==> src/hdl/hki_ram.sv <==
// ----------------------------------------------------------------------------
// hki_ram: generic simple dual-port RAM
// One write port and one read port with registered read data.
// ----------------------------------------------------------------------------
module hki_ram #(
  parameter int WIDTH = 8,
  parameter int DEPTH = 16
) (
  input  logic                     clk,
  input  logic                     we,
  input  logic [$clog2(DEPTH)-1:0] waddr,
  input  logic [WIDTH-1:0]         wdata,
  input  logic [$clog2(DEPTH)-1:0] raddr,
  output logic [WIDTH-1:0]         rdata
);

  logic [WIDTH-1:0] mem [DEPTH];

  always_ff @(posedge clk) begin
    if (we) begin
      mem[waddr] <= wdata;
    end
    rdata <= mem[raddr];
  end

endmodule

==> config.mk <==
export PLATFORM = sky130hd
export DESIGN_NAME = hki_ram
export DESIGN_NICKNAME = d
export VERILOG_FILES = /design/src/hdl/hki_ram.sv
export SDC_FILE = /design/constraint.sdc
export NUM_CORES = 1
export LEC_CHECK = 0
export BUFFER_PORTS_ARGS = -buffer_cell sky130_fd_sc_hd__buf_2
export CAP_MARGIN = 0
export CORE_MARGIN = 2
export CORE_UTILIZATION = 50
export CTS_BUF_LIST = sky130_fd_sc_hd__clkbuf_16
export DETAILED_ROUTE_END_ITERATION = 10
export PLACE_DENSITY = 0.67
export SYNTH_ARGS = -nofsm -noshare
export SYNTH_HDL_FRONTEND = slang
export SYNTH_SLANG_ARGS = --single-unit
==> constraint.sdc <==
create_clock -name clk -period 1.8 [get_ports clk]
set_input_delay 0.18 -clock clk [delete_from_list [all_inputs] [get_ports clk]]
set_output_delay 0.18 -clock clk [all_outputs]
set_load 0.01 [all_outputs]
Word level (Yosys, flattened, before mapping)

Memory sizes are Yosys's and may differ from the RTL's. A register that Yosys moved wholly into a read port is not among the register bits.
Cells that the tools add are included.

RAM bits: 128
Output and inout port bits: 8
Memories kept: 1
Word-level logic and storage cells: 3
Register bits after elaboration: 0

Multiplexer cells: 2

Memories:

| name | words | width | read ports | clocked after Yosys merged registers in | wr ports | RTL line | RTL |
|---|---|---|---|---|---|---|---|
| mem  | 16    | 8     | 1          | 1                                       | 1        | 17       | `logic [WIDTH-1:0] mem [DEPTH];` |

Operators with widths:

| cell             | count |
|---|---|
| 1-bit 2-to-1 mux | 2 |

Logic depth before layout (Yosys ltp)

Gate-level depths: netlist of run 1.

Depth in word-level cells: 2
Gate-level depth with buffers: 5
Depth with buffers taken out: 3

Worst setup path before layout of run 1

OpenSTA, ideal clock, no wires.

Kind: input-to-reg
Start point: in waddr[2]
End point: mem mem[0][0] (enable)
Path buffers: 0
Arrival time: 1.290 ns
Library setup time: 0.383 ns
Stages: 2
Path slack: 0.127 ns
Path through: or3b_2 -> nor3_1

RTL lines:

| what               | RTL line | RTL |
|---|---|---|
| start: declaration | 11       | `input logic [$clog2(DEPTH)-1:0] waddr,` |
| end: declaration   | 17       |  |

Straight into the memory's write port.

==> results.ini, run 1 <==
[worst_setup_path]
worstPathArrival_ps=1650
r2r-start=mem[9][5]
r2r_cells=3
worstPathRequired_ps=2090
path_class=flip-flop to flip-flop
r2r_end=rdata[5]
path_max_fanout=1
cp-start-kind=flip-flop
reg2reg_slack_ps=440
setup.worst_path.end_class=flip-flop

[sta]
rsz0062_at_grt=no
fin_worst_skew_ps=5.87
setup_violations=0
maxSlewViolCount=0
worstMarginPinSlew_ps=462
max_freq_ghz=0.734
slew_headroom_pct=69.2
post-route-period-util_pct=75.7
tns_ps=0
finalHoldViolCount=0
post-route-min-period_ps=1360

[floorplan]
start_util_pct=50.8
core_area_sq_mm=0.0101
fp.dieArea_sq_mm=0.0111
die_x_um=105
die_h_um=105
ios=26
rows=37

[clock_network]
numCtsBuffers=17
clk_latency_ps=410
cts-htree-levels=4
cts_tree=yes
cts_resized=0
cts_sinks=136
cts_setup_buffers=0
clk_pin_slew_worst_paths_ps=60
cts-root-buf=clkbuf_16
cts_buffer_depth=2
ctsHoldBuffers=0

[run_status]
outcome=complete, no violations

[drt]
detail_route.iter0.violations=158
wirelength_um=9170
ant_nets=0
wire_per_inst_um=21.2
num_vias=2427
via_per_inst=5.61
post-route-drc-count=0
first_pass_iters=4

[synthesis]
synth_area_sq_mm=0.00515
synth_top_area_share_pct=74.7
synth_top_area_cell=edfxtp_1
syn_area_per_cell_sq_um=22.5
yosysWarnings=0
synth_edf_count=128
ys_top_cells_by_area=edfxtp_1, mux4_2, mux4_1, dfxtp_1, a22oi_1
synth_nets=247
synth_most_common_cell=edfxtp_1
netlist_top_cells_count=edfxtp_1, mux4_2, a22oi_1, mux4_1, nor2_1
synth-main-ff-cell=edfxtp_1
ys_seq_area_share_pct=77.8
ys_ff_latch=136
synthArstFlopShare_pct=0
syn_inst=229
synth_cell_types=19

[place]
hpwl_um=5610
place_area_sq_mm=0.00555
gp_congestion=0.708
numPortBuffers=25

[power_and_ir_drop]
leakage_nw=2.11
power_density_mw_per_mm2=1200
peakVddDrop_v=0.000541

[global_routing]
grt_first_pass_wirelength_um=14200
grt_antenna_before_repair=0
grt_usage_pct=18.5
grt_max_degree=33
overflow=0
first_global_vias=2487

[worst_hold_path]
hp-class=input port to flip-flop
hp-start=wdata[0]
hold_end=mem[13][0]
whs_path_depth=1

[final_layout]
drive_gt1_share_pct=31.3
antennaDiodeCount=0
fin_nets=302
fin_area_sq_mm=0.00616
area_growth_pct=19.8

[flow_run]
maxCapViolCount=0

worst max path at each step:
| stage | endpoint | slack (ps) | from | cells past startpoint |
|---|---|---|---|---|
| 2_1_floorplan | mem[0][0] | 130 | waddr[2] | 2 |
| 3_3_place_gp | rdata[4] | 190 | raddr[0] | 5 |
| 3_5_place_dp | rdata[5] | 170 | raddr[0] | 5 |
| 4_1_cts | rdata[5] | 410 | mem[9][5] | 3 |
| 5_1_grt | rdata[5] | 360 | mem[9][5] | 3 |
| 6_report | rdata[5] | 440 | mem[9][5] | 3 |
logic make-up (layout without fill, tap and decap cells):
| family | Yosys count | count (layout) | share of synthesized area (%) |
|---|---|---|---|
| flops | 136 | 136 | 77.8 |
| simple gates | 35 | 35 | 3.18 |
| mux | 32 | 32 | 15.0 |
| compound gates | 16 | 16 | 2.33 |
| buf+inv | 10 | 78 | 1.68 |
flip-flops by register name (all words and copies together), names as in the netlist:
register  count
rdata         8
mem         128
through the flow:
stage	power, mW	instances	setup WS (ps)	hold slack (ps)	utilization [%]
after global routing	7.63	433	357	144	60.8
after global placement	3.96	401	188	566	54.8
after CTS	7.47	433	409	129	60.8
after detailed placement	3.96	401	168	571	54.8
final	7.40	433	437	151	60.8
after floorplan	3.81	229	127	279	-
per-layer routing:
layer  routed length [um]  global-route usage, %  up-vias
met5                    0                      0        -
met4                  150                   6.86        0
met3                  541                   5.94       11
met2                 4580                   29.2       60
met1                 3890                   24.2     1274
li1                     -                      -     1082
where the power goes:
group | switching (mW) | total, mW | internal [mW]
combinational | 0.184 | 0.332 | 0.148
clock | 1.21 | 3.51 | 2.29
sequential | 0.0186 | 3.56 | 3.54
layout make-up:
cell class	count	area, sq um
timing repair buffer	46	320
clock inverter	15	188
clock buffer	17	425
sequential	136	4000
tap	136	170
fill	717	3970
multi-input combinational	83	1060
worst max-delay path, cell delays in order, from the launching register on:
cell and delay (ps):
edfxtp_1 370, mux4_1 530, a22oi_1 270, nand2_1 80
cell usage in the layout (no fill, tap or decap):
| cell | synthesis | final |
|---|---|---|
| clkinv_2 | 0 | 1 |
| and2_1 | 1 | 1 |
| and2b_1 | 1 | 1 |
| nand3_1 | 1 | 1 |
| clkinv_4 | 0 | 2 |
| nor3_1 | 4 | 4 |
| inv_1 | 0 | 2 |
| buf_12 | 0 | 3 |
| nor2_1 | 13 | 13 |
| clkinvlp_4 | 0 | 4 |
| clkbuf_16 | 0 | 17 |
| a22oi_1 | 16 | 16 |
| bufinv_16 | 0 | 4 |
| dfxtp_1 | 8 | 8 |
| mux4_2 | 18 | 18 |
| clkinv_1 | 0 | 2 |
| nand3b_1 | 2 | 2 |
| edfxtp_1 | 128 | 128 |
| nand2_1 | 9 | 9 |
| mux4_1 | 14 | 14 |
| nor2b_1 | 1 | 1 |
| or3b_2 | 1 | 1 |
| nand2b_1 | 2 | 2 |
| buf_2 | 3 | 25 |
| buf_4 | 1 | 18 |
No activity file was read; power rests on OpenSTA's default activity.
==> run 2, diff against run 1 <==
- clock period: 1.8 -> 1.32 ns (I/O delays scaled with it)
==> run 2 against run 1 <==
Sequential share of layout area decreased by 0.34 points. Highest routed layer unchanged. Global-route usage increased by 2.0 points. Largest power group unchanged. Flip-flop and latch count unchanged. Critical path depth unchanged. Clock power increased by 9.4%. Clock-buffer cell count stayed put. Combinational power rose by 55%. First-iteration DRC count is 30% higher. Clock skew grew 1.7 ps. Sequential power up 37%. Wire length is 12% higher.
==> results.ini, run 2 (synthesis gave the netlist of run 1 again) <==
[flow_run]
maxCapViolCount=0

[worst_setup_path]
cp_slowest_cell=mux4_2
setup.worst_path.end_class=flip-flop
crit_family=multiplexers
r2r-start=mem[11][6]
crit_end=rdata[6]
path_class=flip-flop to flip-flop
reg2reg_slack_ps=2
crit_start=mem[11][6]
r2r_end=rdata[6]
worst_path_largest_cell_delay_ps=490
cp-start-kind=flip-flop
cp_cell_sequence=mux4_2 -> a22oi_2 -> nand2_1
crit_cells=3
path_max_fanout=1
r2r_cells=3
critical_path_buf_inv_count=0
worstPathRequired_ps=1600
worstPathArrival_ps=1600

[final_layout]
fin_nets=318
top_regs=mem (128), rdata (8)
layoutNonFillerInstCount=447
layout_common_cells=edfxtp_1, buf_4, buf_2, mux4_2, clkbuf_16
area_growth_pct=20.4
final_common_cell=edfxtp_1
fin_area_sq_mm=0.00620
largest_reg_flops=128
antennaDiodeCount=0
max_flop_register=mem
drive_gt1_share_pct=37.0

[power_and_ir_drop]
comb_power_share_pct=5.6
total_power_mw=9.21
power_frac_clock_pct=41.7
peakVddDrop_v=0.000756
leakage_nw=2.15
swShare_pct=20.2
p_switching_mw=1.86
pwr-share-seq_pct=52.8
internal-power_mw=7.35
power_density_mw_per_mm2=1490

[floorplan]
fp.dieArea_sq_mm=0.0111
core_area_sq_mm=0.0101
ios=26
die_x_um=105
start_util_pct=50.8
die_h_um=105
rows=37

[sta]
finalHoldViolCount=0
maxSlewViolCount=0
slew_headroom_pct=29.8
tns_ps=0
worstMarginPinSlew_ps=1050
fin_worst_skew_ps=7.57
post-route-min-period_ps=1320
worst_hold_slack_ps=109
max_freq_ghz=0.759
setup_violations=0
rsz0062_at_grt=yes
post-route-period-util_pct=99.9

[drt]
first_pass_iters=5
ant_nets=0
post-route-drc-count=0
via_per_inst=5.62
detail_route.iter0.violations=206
wire_per_inst_um=23.0
wirelength_um=10300
num_vias=2512

[clock_network]
ctsHoldBuffers=0
cts-root-buf=clkbuf_16
cts-htree-levels=4
clk_pin_slew_worst_paths_ps=60
clk_latency_ps=400
cts_setup_buffers=0
numCtsBuffers=17
cts_sinks=136
cts_tree=yes
cts_buffer_depth=2

[place]
place_area_sq_mm=0.00570
gp_congestion=0.762
hpwl_um=6610
dpl.cell_count=417
numPortBuffers=25

[global_routing]
grt_antenna_before_repair=0
grt_first_pass_wirelength_um=15700
overflow=0
grt_max_degree=19
grt_usage_pct=20.4
first_global_vias=2529

[worst_hold_path]
hp-class=input port to flip-flop
whs_path_depth=1

[run_status]
outcome=complete, no violations

run 2: worst min-delay path by stage:
stage                end  slack (ps)     start
3_3_place_gp   mem[1][7]         510  wdata[7]
5_1_grt        mem[5][4]         110  wdata[4]
4_1_cts        mem[5][1]         100  wdata[1]
2_1_floorplan  mem[0][0]         230  wdata[0]
3_5_place_dp   mem[0][7]         530  wdata[7]
6_report       mem[7][6]         110  wdata[6]
run 2: routing by layer:
layer	track usage, %	share of wire (%)
met1	28.8	43
met4	8.29	1.1
met5	0	0
met3	4.70	5.5
met2	31.2	50
run 2: power by group through the flow:
stage	sequential, mW	clock, mW	combinational, mW
floorplan	4.95	0	0.246
global placement	4.94	0	0.489
detailed placement	4.95	0	0.499
CTS	4.86	3.88	0.511
global route	4.87	4.08	0.554
finish	4.86	3.84	0.513
run 2: what timing repair did:
item | in CTS | in global routing
setup endpoints to repair | 3 | 7
cloned | 0 | 0
endpoints found under the hold margin | 0 | 0
resized for setup | 4 | 7
pin swaps | 1 | 1
run 2: per-stage QoR:
step / utilization, % / worst slack (ps)
final: 61.1 / 1.86
after floorplan: - / -78.1
after CTS: 61.0 / -8.07
after detailed placement: 56.2 / -277
after global routing: 61.1 / -21.6
after global placement: 56.2 / -269
run 2: layout make-up:
class                      instances  area, sq um
multi-input combinational         83         1090
clock buffer                      17          425
fill                             699         3940
timing repair buffer              62          453
sequential                       136         4000
clock inverter                    13         52.6
tap                              136          170
