**src/hdl/hki_pkg.sv**
```systemverilog
// ----------------------------------------------------------------------------
// hki_pkg: shared types and constants of the digest keyed hash index
// Slot geometry, request and status codes, and the stored row layout.
// ----------------------------------------------------------------------------
package hki_pkg;

  localparam int TABLE_DEPTH = 1024;
  localparam int KEY_WORDS   = 8;
  localparam int SLOT_W      = $clog2(TABLE_DEPTH);
  localparam int CAP_W       = 11;
  localparam int STRIDE_W    = 10;
  localparam int LOC_W       = 48;
  localparam int LEN_W       = 32;
  localparam int FOLD_W      = 64;
  localparam int MCNT_W      = $clog2(FOLD_W) + 1;

  typedef logic [SLOT_W-1:0]            slot_t;
  typedef logic [CAP_W-1:0]             cap_t;
  typedef logic [KEY_WORDS-1:0][31:0]   key_t;

  typedef struct packed {
    key_t             key;
    logic [LOC_W-1:0] loc;
    logic [LEN_W-1:0] len;
  } row_t;

  localparam logic [1:0] REQ_INSERT = 2'd0;
  localparam logic [1:0] REQ_LOOKUP = 2'd1;
  localparam logic [1:0] REQ_ERASE  = 2'd2;

  localparam logic [1:0] ST_DONE     = 2'd0;
  localparam logic [1:0] ST_NOTFOUND = 2'd1;
  localparam logic [1:0] ST_FULL     = 2'd2;

  localparam logic CFG_CAPACITY = 1'b0;
  localparam logic CFG_STRIDE   = 1'b1;

  localparam cap_t        CAP_RESET    = 11'd4;
  localparam logic [9:0]  STRIDE_RESET = 10'd3;

  function automatic logic [FOLD_W-1:0] fold_key(key_t k);
    logic [31:0] hi;
    logic [31:0] lo;
    hi = k[0] ^ k[1] ^ k[2] ^ k[3];
    lo = k[4] ^ k[5] ^ k[6] ^ k[7];
    return {hi, lo};
  endfunction

endpackage

```
**src/hdl/hki_mod_unit.sv**
```systemverilog
// ----------------------------------------------------------------------------
// hki_mod_unit: bit-serial remainder unit
// Reduces the top nbits of a 64-bit value modulo the capacity, one bit a cycle.
// ----------------------------------------------------------------------------
module hki_mod_unit (
  input  logic                      clk,
  input  logic                      rst_n,
  input  logic                      start,
  input  logic [hki_pkg::FOLD_W-1:0] dividend,
  input  logic [hki_pkg::MCNT_W-1:0] nbits,
  input  hki_pkg::cap_t             divisor,
  output hki_pkg::slot_t            rem,
  output logic                      done
);
  import hki_pkg::*;

  logic [FOLD_W-1:0] sh_r;
  slot_t             rem_r;
  logic [MCNT_W-1:0] cnt_r;
  logic              busy_r;
  logic              done_r;
  cap_t              trial;
  cap_t              reduced;

  always_comb begin
    trial   = {rem_r, sh_r[FOLD_W-1]};
    reduced = (trial >= divisor) ? trial - divisor : trial;
  end

  always_ff @(posedge clk) begin
    if (!rst_n) begin
      busy_r <= 1'b0;
      done_r <= 1'b0;
    end else begin
      done_r <= 1'b0;
      if (start) begin
        busy_r <= 1'b1;
      end else if (busy_r && cnt_r == MCNT_W'(1)) begin
        busy_r <= 1'b0;
        done_r <= 1'b1;
      end
    end
  end

  always_ff @(posedge clk) begin
    if (start) begin
      sh_r  <= dividend;
      cnt_r <= nbits;
      rem_r <= '0;
    end else if (busy_r) begin
      sh_r  <= {sh_r[FOLD_W-2:0], 1'b0};
      cnt_r <= cnt_r - MCNT_W'(1);
      rem_r <= reduced[SLOT_W-1:0];
    end
  end

  assign rem  = rem_r;
  assign done = done_r;

endmodule

```
**config.mk**
```make
export PLATFORM = sky130hd
export DESIGN_NAME = hki_mod_unit
export DESIGN_NICKNAME = d
export VERILOG_FILES = /design/src/hdl/hki_pkg.sv /design/src/hdl/hki_mod_unit.sv
export SDC_FILE = /design/constraint.sdc
export NUM_CORES = 1
export LEC_CHECK = 0
export ABC_AREA = 0
export BUFFER_PORTS_ARGS = -buffer_cell sky130_fd_sc_hd__buf_4
export CORE_MARGIN = 4
export CORE_UTILIZATION = 39
export DETAILED_ROUTE_END_ITERATION = 12
export PLACE_DENSITY = 0.69
export SYNTH_ARGS = -nofsm -noshare
export SYNTH_HDL_FRONTEND = slang
export SYNTH_SLANG_ARGS = --single-unit
```
**constraint.sdc**
```tcl
create_clock -name clk -period 3.24 [get_ports clk]
set_clock_uncertainty 0.05 [all_clocks]
set_input_delay 0.324 -clock clk [delete_from_list [all_inputs] [get_ports clk]]
set_output_delay 0.324 -clock clk [all_outputs]
set_load 0.005 [all_outputs]
```
Word-level counts from Yosys, hierarchy flattened
Index checks and enable logic that the tools add are counted.
{"block": "word_totals", "ff_bits": 83, "latchBits": 0, "mem_bits_rw": 0, "romBits": 0, "in_bits": 85, "word_cells": 22, "n_memories": 0}
{"block": "op_classes", "n_addsub": 2, "n_mul": 0, "n_div": 0, "magnitude_cmp": 1, "eq_ne": 1, "shift": 0, "n_mux": 8, "n_bitwise": 1, "n_reduce_logical": 4}
{"op": "$mux W64", "count": 2}
{"op": "$mux W7", "count": 2}
{"op": "$ge A11 B11 Y1", "count": 1}
{"op": "$mux W10", "count": 1}
{"op": "$sub A10 B10 Y10", "count": 1}
{"op": "$eq A7 B1 Y1 const B", "count": 1}
{"op": "$sub A7 B1 Y7 const B", "count": 1}
{"op": "$reduce_bool A2 Y1", "count": 2}
{"op": "$mux W1", "count": 3}
{"op": "$reduce_or A2 Y1", "count": 1}
{"op": "$logic_and A1 B1 Y1", "count": 1}
{"op": "$not A1 Y1", "count": 1}

Depth between registers and ports, before layout
{"block": "depth", "depth_word": 4, "mapped_depth": 10, "ltp_nobuf": 10}

Worst setup path before layout
Ideal clock, no wire load.
{"block": "synth_path", "path_kind": "input to register", "start": "input port start", "end": "register cnt_r[0] (enable)", "t_arrival_ps": 2189, "required_time_ps": 2765, "slack_ps": 576, "stages": 4, "n_path_buf": 2, "path_cell_list": "clkbuf_1 -> buf_2 -> nor2_1 -> inv_1"}
{"block": "synth_via", "elab_chain_cells": 1}
{"element": "from (decl)", "line_no": "hki_mod_unit.sv:8", "rtl": "input logic start,"}
{"element": "$reduce_bool A2 Y1 (no line)"}
{"element": "to (signal assigned)", "line_no": "hki_mod_unit.sv:48", "rtl": "cnt_r <= nbits;"}
{"element": "to (signal assigned)", "line_no": "hki_mod_unit.sv:52", "rtl": "cnt_r <= cnt_r - MCNT_W'(1);"}
{"element": "to (decl)", "line_no": "hki_mod_unit.sv:19", "rtl": "logic [MCNT_W-1:0] cnt_r;"}
Every way passes these cells.
A chain may end at the register's enable or synchronous reset.

Final worst setup path
{"block": "layout_path", "start": "register sh_r[63]", "end": "register rem_r[6], in the netlist rem[6]"}
{"block": "layout_via", "elab_chain_cells": 2, "elab_cells_between_ends": 3, "classes_between": "add/sub (1); order compare (1); mux (1)"}
{"element": "from (decl)", "line_no": "hki_mod_unit.sv:17", "rtl": "logic [FOLD_W-1:0] sh_r;"}
{"element": "from (signal assigned)", "line_no": "hki_mod_unit.sv:47", "rtl": "sh_r <= dividend;"}
{"element": "from (signal assigned)", "line_no": "hki_mod_unit.sv:51", "rtl": "sh_r <= {sh_r[FOLD_W-2:0], 1'b0};"}
{"element": "$sub A10 B10 Y10 or $ge A11 B11 Y1 (tied branches)", "line_no": "hki_mod_unit.sv:27", "rtl": "reduced = (trial >= divisor) ? trial - divisor : trial;"}
{"element": "$mux W10 (*)", "line_no": "hki_mod_unit.sv:27"}
{"element": "to (signal assigned)", "line_no": "hki_mod_unit.sv:53", "rtl": "rem_r <= reduced[SLOT_W-1:0];"}
{"element": "to (decl)", "line_no": "hki_mod_unit.sv:18", "rtl": "slot_t rem_r;"}
Every way passes the cells marked *; elsewhere a longest branch is shown, timed or not.

==> results.toml <==
[worst_setup_path]
reg2reg_from = "sh_r[63]"
worstPathArrival_ns = 2.51
critPathMaxFanout = 3
critPathLaunch = "sh_r[63]"
r2r_end = "rem[6]"
path_class = "reg2reg"
r2r_slack_ns = 0.93
endpoint = "rem[6]"
worstPathRequired_ns = 3.43
worstSetupStartpointType = "register"
cp-end-kind = "register"
r2r_cells = 10

[synthesis]
synth_seq_cells = 83
ys_types = 42
synthArstFlopShare = 0
synth_edf_count = 71
ys_warn_count = 0
ys_seq_area_frac = 0.581
synthFlopType = "edfxtp_1"
syn_nets = 398
syn_inst = 299
netlist_area_sq_um = 4090
postSynthAreaPerCell_sq_um = 13.7

[routing]
wirelength_microns = 7930
final_antenna_net_count = 0
vias = 2596
wl_per_cell_microns = 14.8
dr.pass1.iters = 4
drtIter0Drc = 115
vias_per_cell = 4.83
drc = 0

[global_routing]
grt_max_degree = 72
antenna_found_initial = 0
first_global_vias = 2612
grt.overflow.total = 0
grt_util_all_layers = 0.134
grt_pass1_wl_microns = 12500

[placed_design]
io_buffers = 95
placed_area_sq_um = 4950
detailed_place_hpwl_microns = 5630
gp_congestion = 0.833
dp.cells = 521

[floorplanning]
chipWidth_microns = 110
initial_core_util = 0.397
die_height_microns = 110
core_area_sq_um = 10300
ioPinCount = 96
num_rows = 37
die_area_sq_um = 12200

[timing]
tns_ns = 0
worst_hold_slack_ns = 0.175
fmax_mhz = 432
slew_headroom = 0.540
period_share = 0.714
finalMaxSlewViolations = 0
finalHoldViolCount = 0
setup_viol = 0
rsz0062_at_grt = "false"
period_minus_slack_ns = 2.31
worst_pin_slew_ns = 0.690

[run_status]
outcome = "completed"

[clock_network]
clock_latency_ns = 0.33
h-tree-depth = 3
postCtsHoldBufs = 0
clk_pin_slew_ns = 0.08
cts_root_buffer = "clkbuf_8"
cts.sinks = 83
cts_setup_buffers = 0
cts_resized = 0
cts_tree = "done"
clock_path_buffers = 2
cts_buffers = 9

[cells_and_area]
layout_common_cells = "96 x buf_4, 71 x edfxtp_1, 63 x mux2_2"
drive_above_1_share = 0.456
finalNonFillerCells = 537
nFillCells = 934
layout_commonest_cell = "buf_4"
fin_util = 0.505
regArea_sq_um = 2370
final_nets = 495
multiInputGateArea_sq_um = 1600
num_antenna_cells = 0
design_area_sq_um = 5190
syn_to_final_growth_pct = 27.1

[power_and_ir_drop]
ir_worst_vdd_v = 0.000228
leakage_nw = 2.07
p_per_area_nw_per_um2 = 498

[flow_run]
cap_violations = 0

[hold_path]
min_path_type = "in2reg"
[metrics by stage]
step           power [mW]  setup slack (ns)
2_1_floorplan        1.58             0.576
3_3_place_gp         1.72              1.04
3_5_place_dp         1.73             0.959
4_1_cts              2.63             0.945
5_1_grt              2.72             0.721
6_report             2.59             0.927
[worst max-delay path, stage by stage, from the launching register on]
cell and delay (ns):
edfxtp_1 0.36, inv_1 0.08, ha_1 0.15, inv_1 0.05
fa_1 0.42, a211oi_1 0.27, o21bai_1 0.11, a21oi_1 0.23
xnor2_1 0.19, mux2i_1 0.11, a211oi_1 0.22
[final cells by class]
cell class                      instances  area share
Sequential cell                        83       0.457
Multi-Input combinational cell        187       0.309
Timing Repair Buffer                   97       0.143
Tap cell                              136      0.0328
Clock buffer                           10      0.0246
Clock inverter                          6      0.0214
Inverter                               18      0.0130
[worst min path at each step]
stage / startpoint / endpoint / slack, ns / depth (start not counted)
after CTS: rst_n / busy_r / 0.16 / 3
final: rst_n / busy_r / 0.17 / 3
after global routing: rst_n / busy_r / 0.16 / 3
after global placement: rem[2] / rem[2] / 0.45 / 2
after detailed placement: rem[2] / rem[2] / 0.46 / 2
after floorplan: rst_n / busy_r / 0.41 / 2
[cell families (layout without fill, tap and decap cells)]
family / Yosys count / after routing / synth area share
and+or+nand+nor: 47 / 47 / 0.0588
DFF: 83 / 83 / 0.581
muxes: 71 / 71 / 0.194
xor gates and xnor gates: 12 / 12 / 0.0257
AOI/OAI and AO/OA: 43 / 43 / 0.0695
adders and majority gates: 14 / 14 / 0.0447
buffers and inverters: 29 / 131 / 0.0270
[where the power goes]
| group | internal [mW] | switching [mW] | total (mW) |
|---|---|---|---|
| Clock | 0.516 | 0.366 | 0.882 |
| Combinational | 0.210 | 0.163 | 0.373 |
| Sequential | 1.29 | 0.0438 | 1.33 |
[state kept, by name, indices dropped and copies added (netlist names)]
register  flops
rem          10
cnt_r         7
done          1
busy_r        1
sh_r         64
[layer usage]
| metal | wire length, microns | GRT usage | up-vias |
|---|---|---|---|
| met5 | 0 | 0 | - |
| met4 | 60 | 0.0361 | 0 |
| met3 | 697 | 0.0536 | 8 |
| met2 | 3640 | 0.205 | 90 |
| met1 | 3530 | 0.177 | 1196 |
| li1 | - | - | 1302 |
[synthesized netlist by cell type (3+ instances only)]
| cell type | instances | area share |
|---|---|---|
| nor2_1 | 11 | 0.010 |
| ha_1 | 13 | 0.040 |
| inv_1 | 18 | 0.017 |
| nor3_1 | 3 | 0.0037 |
| clkbuf_1 | 8 | 0.0074 |
| edfxtp_1 | 71 | 0.52 |
| a21oi_1 | 10 | 0.012 |
| mux2_2 | 63 | 0.17 |
| dfxtp_1 | 12 | 0.059 |
| xor2_1 | 4 | 0.0086 |
| nand2b_1 | 3 | 0.0046 |
| a211oi_1 | 6 | 0.011 |
| o21ai_0 | 13 | 0.016 |
| xnor2_1 | 8 | 0.017 |
| nand2_1 | 18 | 0.017 |
| mux2i_1 | 7 | 0.017 |
Note: power is estimated with default switching activity, not from simulation.
